===== config.mk =====
export PLATFORM = sky130hd
export DESIGN_NAME = keyed_table_with_auto_id_unit
export DESIGN_NICKNAME = d
export VERILOG_FILES = /design/src/rtl/ktai_pkg.sv /design/src/rtl/keyed_table_with_auto_id_unit.sv /design/src/rtl/ktai_ram.sv /design/src/rtl/ktai_engine.sv
export SDC_FILE = /design/constraint.sdc
export NUM_CORES = 2
export LEC_CHECK = 0
export BUFFER_PORTS_ARGS = -buffer_cell sky130_fd_sc_hd__buf_2
export CORE_MARGIN = 1.5
export CORE_UTILIZATION = 30
export DETAILED_ROUTE_END_ITERATION = 10
export PLACE_DENSITY = 0.5
export SLEW_MARGIN = 30
export SYNTH_ARGS = -nofsm -noshare
export SYNTH_HDL_FRONTEND = slang
export SYNTH_SLANG_ARGS = --single-unit

===== constraint.sdc =====
create_clock -name clk -period 12.5 [get_ports clk]
set_input_delay 2.5 -clock clk [delete_from_list [all_inputs] [get_ports clk]]
set_output_delay 2.5 -clock clk [all_outputs]
set_load 0.05 [all_outputs]

===== src/rtl/ktai_pkg.sv =====
// Shared types, constants and value conversion for the keyed table with automatic key.
package ktai_pkg;

	localparam int CAPACITY   = 64;
	localparam int VALUE_BITS = 32;

	localparam int IDX_W = $clog2(CAPACITY);
	localparam int CNT_W = $clog2(CAPACITY + 1);

	localparam logic [CNT_W-1:0] CAP_CNT = CNT_W'(CAPACITY);
	localparam logic [31:0]      KEY_ONES = 32'hFFFF_FFFF;

	typedef enum logic [1:0] {
		FN_INS_KEY  = 2'd0,
		FN_INS_AUTO = 2'd1,
		FN_REMOVE   = 2'd2,
		FN_LOOKUP   = 2'd3
	} func_t;

	typedef enum logic [2:0] {
		STAT_OK      = 3'd0,
		STAT_USED    = 3'd1,
		STAT_MISSING = 3'd2,
		STAT_FULL    = 3'd3,
		STAT_INVALID = 3'd4
	} status_t;

	typedef struct packed {
		func_t       func;
		logic [31:0] key;
		logic [31:0] value;
	} op_t;

	typedef struct packed {
		status_t     status;
		logic [31:0] key_out;
		logic [31:0] value_out;
		logic [6:0]  entry_total;
		logic [31:0] next_auto_key;
	} res_t;

	// Narrow or zero-extend a 32-bit value to the stored width.
	function automatic logic [VALUE_BITS-1:0] to_store(input logic [31:0] v);
		logic [VALUE_BITS-1:0] r;
		for (int i = 0; i < VALUE_BITS; i++) begin
			r[i] = (i < 32) ? v[i % 32] : 1'b0;
		end
		return r;
	endfunction

	// Bring a stored value back to 32 bits.
	function automatic logic [31:0] from_store(input logic [VALUE_BITS-1:0] v);
		logic [31:0] r;
		for (int i = 0; i < 32; i++) begin
			r[i] = (i < VALUE_BITS) ? v[i % VALUE_BITS] : 1'b0;
		end
		return r;
	endfunction

endpackage


===== src/rtl/keyed_table_with_auto_id_unit.sv =====
// Top level of the keyed table with automatic key: stream ports, RAMs, engine, result register.
// The table holds up to 64 entries of a 32-bit key and a value, kept in insertion order in two
// RAMs with a registered read (keys and values) that share one address for writes and one for
// reads. One operation is taken at a time. Every operation with a valid key first scans the
// held keys, one RAM read per cycle. A lookup that misses, or an operation rejected after a
// scan of the whole table, goes to the response state when the scan ends, and its result is
// loaded into the output register; the next transaction can be accepted once the engine is
// back in idle. A successful insert then walks the automatic key upward with one further full
// scan per candidate, and a remove moves each later entry down one place at one entry per
// cycle. A finished result sits in an output register, so the next transaction can be
// accepted while the previous result still waits for the consumer. There is no clearing pass
// after reset: only entries below the current count are ever read.
module keyed_table_with_auto_id_unit import ktai_pkg::*; (
	input  logic         clk,
	input  logic         arst_n,
	input  logic         s_axis_tvalid,
	output logic         s_axis_tready,
	input  logic [63:0]  s_axis_tdata,  // key [31:0], value [63:32]
	input  logic [1:0]   s_axis_tuser,  // func [1:0]
	output logic         m_axis_tvalid,
	input  logic         m_axis_tready,
	output logic [103:0] m_axis_tdata,  // key_out [31:0], value_out [63:32],
	                                    // entry_total [70:64], next_auto_key [102:71], zero [103]
	output logic [2:0]   m_axis_tuser   // status [2:0]
);

	op_t                   op;
	res_t                  res;
	res_t                  out_q;
	logic                  out_valid_q;
	logic                  eng_idle;
	logic                  res_valid;
	logic                  res_ready;
	logic                  start;
	logic                  mem_we;
	logic [IDX_W-1:0]      mem_waddr;
	logic [IDX_W-1:0]      mem_raddr;
	logic [31:0]           key_wdata;
	logic [VALUE_BITS-1:0] val_wdata;
	logic [31:0]           key_rdata;
	logic [VALUE_BITS-1:0] val_rdata;

	// Unpack the input transaction.
	always_comb begin
		op.func  = func_t'(s_axis_tuser);
		op.key   = s_axis_tdata[31:0];
		op.value = s_axis_tdata[63:32];
	end

	assign s_axis_tready = eng_idle;
	assign start         = s_axis_tvalid && s_axis_tready;

	// The result register frees up when empty or when its content is taken this cycle.
	assign res_ready = !out_valid_q || m_axis_tready;

	ktai_ram #(
		.WIDTH (32),
		.DEPTH (CAPACITY)
	) u_key_ram (
		.clk   (clk),
		.we    (mem_we),
		.waddr (mem_waddr),
		.wdata (key_wdata),
		.raddr (mem_raddr),
		.rdata (key_rdata)
	);

	ktai_ram #(
		.WIDTH (VALUE_BITS),
		.DEPTH (CAPACITY)
	) u_val_ram (
		.clk   (clk),
		.we    (mem_we),
		.waddr (mem_waddr),
		.wdata (val_wdata),
		.raddr (mem_raddr),
		.rdata (val_rdata)
	);

	ktai_engine u_engine (
		.clk       (clk),
		.arst_n    (arst_n),
		.start     (start),
		.op        (op),
		.idle      (eng_idle),
		.res_valid (res_valid),
		.res_ready (res_ready),
		.res       (res),
		.mem_we    (mem_we),
		.mem_waddr (mem_waddr),
		.mem_raddr (mem_raddr),
		.key_wdata (key_wdata),
		.val_wdata (val_wdata),
		.key_rdata (key_rdata),
		.val_rdata (val_rdata)
	);

	// Hold the result until the consumer takes it; load a new one when the slot frees.
	always_ff @(posedge clk or negedge arst_n) begin
		if (!arst_n) begin
			out_valid_q <= 1'b0;
		end else if (res_valid && res_ready) begin
			out_valid_q <= 1'b1;
		end else if (m_axis_tready) begin
			out_valid_q <= 1'b0;
		end
	end

	always_ff @(posedge clk) begin
		if (res_valid && res_ready) begin
			out_q <= res;
		end
	end

	assign m_axis_tvalid = out_valid_q;
	assign m_axis_tuser  = out_q.status;
	assign m_axis_tdata  = {1'b0, out_q.next_auto_key, out_q.entry_total, out_q.value_out,
		out_q.key_out};

`ifndef NO_ASSERTIONS
	// One operation at a time: an accepted transaction makes the engine busy.
	a_busy_after_accept: assert property (@(posedge clk) disable iff (!arst_n)
		(s_axis_tvalid && s_axis_tready) |=> !s_axis_tready)
		else $error("input accepted while an operation is in progress");

	// A result that the register cannot take stays offered by the engine.
	a_result_held: assert property (@(posedge clk) disable iff (!arst_n)
		(res_valid && !res_ready) |=> res_valid)
		else $error("engine dropped a result that was not taken");

	// The engine never offers a result while it is also taking a new operation.
	a_no_overlap: assert property (@(posedge clk) disable iff (!arst_n)
		res_valid |-> !s_axis_tready)
		else $error("engine idle while a result is pending");

	// The automatic key is never zero on a delivered result.
	a_next_key_nonzero: assert property (@(posedge clk) disable iff (!arst_n)
		m_axis_tvalid |-> (m_axis_tdata[102:71] != 32'd0))
		else $error("next automatic key is zero");
`endif

endmodule


===== src/rtl/ktai_ram.sv =====
// Generic simple dual-port RAM with one write port and a registered read port.
module ktai_ram #(
	parameter int WIDTH = 32,
	parameter int DEPTH = 64
) (
	input  logic                     clk,
	input  logic                     we,
	input  logic [$clog2(DEPTH)-1:0] waddr,
	input  logic [WIDTH-1:0]         wdata,
	input  logic [$clog2(DEPTH)-1:0] raddr,
	output logic [WIDTH-1:0]         rdata
);

	logic [WIDTH-1:0] mem [DEPTH];

	always_ff @(posedge clk) begin
		if (we) begin
			mem[waddr] <= wdata;
		end
		rdata <= mem[raddr];
	end

endmodule


===== src/rtl/ktai_engine.sv =====
// Sequencer that scans, inserts, removes and advances the automatic key over the two RAMs.
module ktai_engine import ktai_pkg::*; (
	input  logic                  clk,
	input  logic                  arst_n,
	input  logic                  start,
	input  op_t                   op,
	output logic                  idle,
	output logic                  res_valid,
	input  logic                  res_ready,
	output res_t                  res,
	output logic                  mem_we,
	output logic [IDX_W-1:0]      mem_waddr,
	output logic [IDX_W-1:0]      mem_raddr,
	output logic [31:0]           key_wdata,
	output logic [VALUE_BITS-1:0] val_wdata,
	input  logic [31:0]           key_rdata,
	input  logic [VALUE_BITS-1:0] val_rdata
);

	typedef enum logic [2:0] {
		S_IDLE,
		S_DECODE,
		S_SCAN,
		S_ADV,
		S_SHIFT,
		S_RESP
	} state_t;

	state_t           state_q;
	func_t            func_q;
	logic [31:0]      key_q;
	logic [31:0]      val_q;
	logic [31:0]      target_q;
	logic             adv_q;
	logic [CNT_W-1:0] addr_q;
	logic             pend_s1;
	logic [IDX_W-1:0] pidx_s1;
	logic [CNT_W-1:0] count_q;
	logic [31:0]      next_id_q;
	status_t          status_q;
	logic [31:0]      vout_q;

	logic             is_insert;
	logic             key_match;
	logic             scan_miss;
	logic             issue;
	logic             ins_write;
	logic [CNT_W-1:0] addr_dec;

	assign is_insert = (func_q == FN_INS_KEY) || (func_q == FN_INS_AUTO);
	assign key_match = pend_s1 && (key_rdata == target_q);
	assign issue     = addr_q < count_q;
	assign scan_miss = !pend_s1 && !issue;
	assign ins_write = (state_q == S_SCAN) && !key_match && scan_miss && !adv_q && is_insert
		&& (count_q < CAP_CNT);
	assign addr_dec  = addr_q - CNT_W'(1);

	// Write the new entry at the tail, or move an entry down one place during removal.
	assign mem_we    = ins_write || ((state_q == S_SHIFT) && pend_s1);
	assign mem_waddr = (state_q == S_SHIFT) ? pidx_s1 : count_q[IDX_W-1:0];
	assign mem_raddr = addr_q[IDX_W-1:0];
	assign key_wdata = (state_q == S_SHIFT) ? key_rdata : key_q;
	assign val_wdata = (state_q == S_SHIFT) ? val_rdata : to_store(val_q);

	assign idle      = (state_q == S_IDLE);
	assign res_valid = (state_q == S_RESP);

	always_comb begin
		res.status        = status_q;
		res.key_out       = key_q;
		res.value_out     = vout_q;
		res.entry_total   = 7'(count_q);
		res.next_auto_key = next_id_q;
	end

	always_ff @(posedge clk or negedge arst_n) begin
		if (!arst_n) begin
			state_q   <= S_IDLE;
			func_q    <= FN_INS_KEY;
			key_q     <= '0;
			val_q     <= '0;
			target_q  <= '0;
			adv_q     <= 1'b0;
			addr_q    <= '0;
			pend_s1   <= 1'b0;
			pidx_s1   <= '0;
			count_q   <= '0;
			next_id_q <= 32'd1;
			status_q  <= STAT_OK;
			vout_q    <= '0;
		end else begin
			case (state_q)
				S_IDLE: begin
					if (start) begin
						func_q  <= op.func;
						key_q   <= (op.func == FN_INS_AUTO) ? next_id_q : op.key;
						val_q   <= op.value;
						vout_q  <= '0;
						state_q <= S_DECODE;
					end
				end
				S_DECODE: begin
					if (key_q == '0 || key_q == KEY_ONES) begin
						status_q <= STAT_INVALID;
						state_q  <= S_RESP;
					end else begin
						target_q <= key_q;
						adv_q    <= 1'b0;
						addr_q   <= '0;
						pend_s1  <= 1'b0;
						state_q  <= S_SCAN;
					end
				end
				S_SCAN: begin
					if (key_match) begin
						pend_s1 <= 1'b0;
						if (adv_q) begin
							target_q <= target_q + 32'd1;
							state_q  <= S_ADV;
						end else if (is_insert) begin
							status_q <= STAT_USED;
							state_q  <= S_RESP;
						end else begin
							status_q <= STAT_OK;
							vout_q   <= from_store(val_rdata);
							if (func_q == FN_REMOVE) begin
								addr_q  <= CNT_W'(pidx_s1) + CNT_W'(1);
								state_q <= S_SHIFT;
							end else begin
								state_q <= S_RESP;
							end
						end
					end else if (scan_miss) begin
						if (adv_q) begin
							next_id_q <= target_q;
							status_q  <= STAT_OK;
							state_q   <= S_RESP;
						end else if (is_insert) begin
							if (count_q >= CAP_CNT) begin
								status_q <= STAT_FULL;
								state_q  <= S_RESP;
							end else begin
								count_q  <= count_q + CNT_W'(1);
								target_q <= next_id_q;
								adv_q    <= 1'b1;
								state_q  <= S_ADV;
							end
						end else begin
							status_q <= STAT_MISSING;
							state_q  <= S_RESP;
						end
					end else begin
						pend_s1 <= issue;
						pidx_s1 <= addr_q[IDX_W-1:0];
						if (issue) begin
							addr_q <= addr_q + CNT_W'(1);
						end
					end
				end
				S_ADV: begin
					// Stop at all-ones; otherwise probe the candidate key.
					if (target_q == KEY_ONES) begin
						next_id_q <= target_q;
						status_q  <= STAT_OK;
						state_q   <= S_RESP;
					end else begin
						addr_q  <= '0;
						pend_s1 <= 1'b0;
						state_q <= S_SCAN;
					end
				end
				S_SHIFT: begin
					if (issue) begin
						pend_s1 <= 1'b1;
						pidx_s1 <= addr_dec[IDX_W-1:0];
						addr_q  <= addr_q + CNT_W'(1);
					end else begin
						pend_s1 <= 1'b0;
						if (!pend_s1) begin
							count_q <= count_q - CNT_W'(1);
							state_q <= S_RESP;
						end
					end
				end
				S_RESP: begin
					if (res_ready) begin
						state_q <= S_IDLE;
					end
				end
				default: begin
					state_q <= S_IDLE;
				end
			endcase
		end
	end

endmodule

==> flow_results.org <==
** Clock tree
- Clock tree synthesis selected as its root buffer the cell sky130_fd_sc_hd__clkbuf_16.
- Insertion delay to the later sink of the worst-skew pair :: just over 1000 ps
- Post-CTS sizing :: 0
- CTS built an H-tree with a depth of 5.
- After clock tree synthesis, the setup repair step added 0 buffers.
- TritonCTS built the clock tree.
- In this run, CTS created clock tree buffers numbering 451.
- Reg clk slew, reported paths :: 70 ps
- Clk sinks :: 4457
- Number of buffers added to fix hold violations after cts :: 0
- The clock passes through at most 4 buffers.

** Synth
- Mean instance size in the synthesized netlist :: 23.41 um^2
- Yosys mapped the design onto 65 distinct sky130hd cell types.
- Counting instances in the post-synthesis netlist gives the leading cell types as sky130_fd_sc_hd__edfxtp_1 (4202), sky130_fd_sc_hd__mux4_2 (1344), sky130_fd_sc_hd__nand2_1 (363).
- Sorting the synthesized cells by area gives the leading types as sky130_fd_sc_hd__edfxtp_1 (74%), sky130_fd_sc_hd__mux4_2 (18%), sky130_fd_sc_hd__dfrtp_1 (2.8%).
- Portion of the post-synthesis area used by sequential elements :: 77.61%
- In the synthesized netlist the async set-or-reset flop fraction comes to 4.285%.
- Summed over all instances, the cell type with the most area after synthesis is sky130_fd_sc_hd__edfxtp_1.
- Share of Yosys cell area claimed by the top area cell type :: 74.05%
- Number of warnings printed during yosys synthesis :: 0
- Ys flop type :: sky130_fd_sc_hd__edfxtp_1
- Gate Count Post-Synth :: 7279
- Syn_nets :: 7365
- The mapped netlist covers 170400 um^2.
- By instance count, the leading cell after synthesis is sky130_fd_sc_hd__edfxtp_1.
- Number of synthesized flops with an enable pin :: 4202
- Flops & latches, synth :: roughly 4500

** GRT
- Congestion Overflow GR :: 0
- Global routing consumed, over all layers together, about 17% of the routing resources.
- The initial antenna violation count was 25.
- The via count of the first global-routing pass came to 82590.
- Largest net degree at the start of global routing :: 133
- Global-route wire length before repair :: 687400 um

** Route
- Per-cell via count in the routed design :: ~5.2
- Antenna-violating nets left :: 0
- The detailed router finished its first iteration with 9797 violations.
- Via count :: 81920
- Final wirelength :: 500300 um
- The pre-antenna-repair detailed-routing pass consisted of 5 iterations.
- For this run, design rule violations remaining after detail routing come to 0.
- Average wire length per cell after detail routing :: 31.81 um

** Setup path
- Critical path's most frequent cell :: sky130_fd_sc_hd__buf_4
- The critical path goes through nor2_1 -> nand2_4 -> inv_6 -> buf_4 -> nand3_1 -> o31ai_1 -> nand2_1 -> nor2_4 -> buf_4 -> buf_4.
- The worst setup path is captured at a register.
- Delay contributed by the slowest stage of the critical path :: 930 ps
- The slowest stage of the critical path is the sky130_fd_sc_hd__nor2_4 cell.
- Reg-to-reg endpoint :: u_val_ram.mem[54][26]
- Following the worst setup path forward leads to its endpoint at u_val_ram.mem[54][26].
- Worst R2R Start :: u_engine.state_q[0]
- Worst reg-to-reg path cell count :: 10
- Crit path kind :: reg2reg
- Worst Path Required :: 13110 ps
- CP Max Fanout :: 55
- Setup slack of the most critical reg-to-reg path :: 5830 ps
- Data arrives at the worst endpoint at 7270 ps.
- The worst setup path is launched from a register.
- Start point of the critical path :: u_engine.state_q[0]

** STA
- Relative max-transition margin :: 30.60%
- The clock arrives with ~77 ps of skew.
- For the pin with the worst max-slew slack, the measured transition is 1041 ps.
- Minimum period implied by the final worst setup slack :: around 6700 ps
- The final-report hold violation count was 0.
- After layout, the worst path uses roughly 53% of the clock period.
- Timing would allow up to approximately 150 MHz.
- Setup repair after global routing left no endpoint under its margin.
- Count of final setup violators :: 0
- Worst setup margin :: 5832 ps
- After routing, the total negative slack on setup checks comes to 0 ps.
- Pins over their slew limit :: 0

** Power
- LEAKAGE :: 60.25 nW
- Cell area power density :: about 210 nW/um^2
- Total chip power :: 42.45 mW
- Across the VDD grid, the largest voltage drop is 0.0001513 V.

** Outcome
- Result of the run :: finished, final reports clean

** Die
- After floorplanning, the core was divided into 276 placement rows.
- Area of the die :: 572500 um^2
- For this design the top-level I/O count stands at 179.
- Die span in y :: 756.6 um
- Die Width :: 756.6 um
- Core outline area :: 565300 um^2
- Once the floorplan was initialized, standard cells occupied 30.14% of the core.

** Finish
- Number of nets at the end of the flow :: 7918
- Share of layout cells above drive strength 1 :: between 30 and 40%
- Area growth from synthesis to final layout :: 15.90%
- Final design utilization :: 34.93%

** Placement
- Port Buffer Count :: 177
- OpenSTA, run right after detailed placement, puts the worst setup slack at 5608 ps.
- Final weighted congestion in routability-driven placement :: 0.7762
- Hpwl dp :: 268000 um

** Min path
- Worst min path class :: reg2reg

** Flow run
- Max-cap violations :: 0
[layer usage]
| layer | vias up | track usage (%) | share of wire, % |
|---|---|---|---|
| met5 | - | 0 | 0.0082 |
| met4 | 6 | 3.366 | 1.9 |
| met3 | 574 | 2.841 | 6.9 |
| met2 | 3165 | 27.78 | 48 |
| met1 | 46050 | 24.22 | 43 |
| li1 | 32130 | - | - |
[worst min path at each step]
stage | start | depth (start not counted) | slack (ps) | endpoint
floorplan | u_engine.status_q[0] | 0 | 420 | m_axis_tuser[0]
global placement | u_engine.vout_q[2] | 0 | 440 | m_axis_tdata[34]
detailed placement | u_engine.vout_q[4] | 0 | 440 | m_axis_tdata[36]
CTS | u_engine.vout_q[25] | 0 | 450 | m_axis_tdata[57]
global route | u_engine.vout_q[25] | 0 | 460 | m_axis_tdata[57]
finish | u_engine.vout_q[25] | 0 | 440 | m_axis_tdata[57]
[cells by family after synthesis]
| logic type | Yosys count | synth area share, % |
|---|---|---|
| muxes | 1454 | 18.47 |
| other | 1 | 0.002201 |
| DFF | 4457 | 77.61 |
| and+or+nand+nor | 639 | 1.626 |
| xor gates and xnor gates | 46 | 0.2364 |
| adders and majority gates | 16 | 0.1219 |
| buffers and inverters | 410 | 0.9928 |
| AOI/OAI and AO/OA | 256 | 0.9458 |
[layout make-up]
class,instances,area [um^2]
Inverter,23,91.34
Timing Repair Buffer,487,3771
Clock buffer,606,12480
Fill cell,51700,367800
Clock inverter,234,2476
Antenna cell,2,5.005
Multi-Input combinational cell,2412,37010
Sequential cell,4457,132300
Tap cell,7506,9392
[report_power, final]
part | total [mW] | internal (mW) | switching [mW] | leakage (nW)
Clock | 13.7 | 7.88 | 5.81 | 7.32
Combinational | 8.54 | 2.89 | 5.65 | 11.8
Sequential | 20.2 | 19.7 | 0.575 | 41.1
Total | 42.5 | 30.4 | 12.0 | 60.3
[flip-flops by register name, summed over array words and instances (netlist names)]
signal / cells
u_engine.pidx_s1: 6
u_engine.state_q: 3
m_axis_tdata: 103
u_val_ram.mem: 2048
m_axis_tvalid: 1
u_engine.addr_q: 7
u_key_ram.mem: 2048
u_engine.func_q: 2
u_engine.vout_q: 32
u_engine.next_id_q: 32
u_engine.val_q: 32
u_engine.count_q: 7
u_engine.pend_s1: 1
u_engine.adv_q: 1
u_val_ram.rdata: 32
u_engine.status_q: 3
u_engine.key_q: 32
u_engine.target_q: 32
m_axis_tuser: 3
u_key_ram.rdata: 32
[critical path: cells and delay by family, from the launching register on]
family                 cells  cell delay, ps
buffers and inverters      4            2780
AOI/OAI and AO/OA          1             230
and+or+nand+nor            5            2490
DFF                        1             540
[stage by stage]
step           hold WS (ps)  std cells  instance area, um^2
5_1_grt               455.6      15730               197500
3_5_place_dp          436.0      14880               182400
4_1_cts               445.3      15720               197300
3_3_place_gp          436.3      14870               181900
6_report              442.4      15730               197500
2_1_floorplan         419.4       7279               170400
[placed cells by master, fill, tap and decap left out, types with 26 or more instances in the layout]
cell type                   Yosys  final
sky130_fd_sc_hd__mux2i_1       35     35
sky130_fd_sc_hd__dfxtp_1       64     64
sky130_fd_sc_hd__mux4_2      1344   1344
sky130_fd_sc_hd__nand2_1      363    358
sky130_fd_sc_hd__nor3_1        29     29
sky130_fd_sc_hd__buf_6          0     26
sky130_fd_sc_hd__dfrtp_1      190    184
sky130_fd_sc_hd__nand3_1       32     32
sky130_fd_sc_hd__nor2_1       109     43
sky130_fd_sc_hd__nand4_1       32     32
sky130_fd_sc_hd__clkinv_1       0     52
sky130_fd_sc_hd__bufinv_16      0     42
sky130_fd_sc_hd__buf_2        110    176
sky130_fd_sc_hd__edfxtp_1    4202   4202
sky130_fd_sc_hd__clkbuf_16      0    460
sky130_fd_sc_hd__nor2_4         0     66
sky130_fd_sc_hd__a21oi_1       26     26
sky130_fd_sc_hd__clkbuf_8       0     42
sky130_fd_sc_hd__buf_4          4    257
sky130_fd_sc_hd__clkbuf_1     219    104
sky130_fd_sc_hd__mux2_2        75     75
sky130_fd_sc_hd__xnor2_1       40     40
sky130_fd_sc_hd__clkinv_2       0     89
sky130_fd_sc_hd__o21ai_0      129    129
Power figures use the tool's default switching activity.
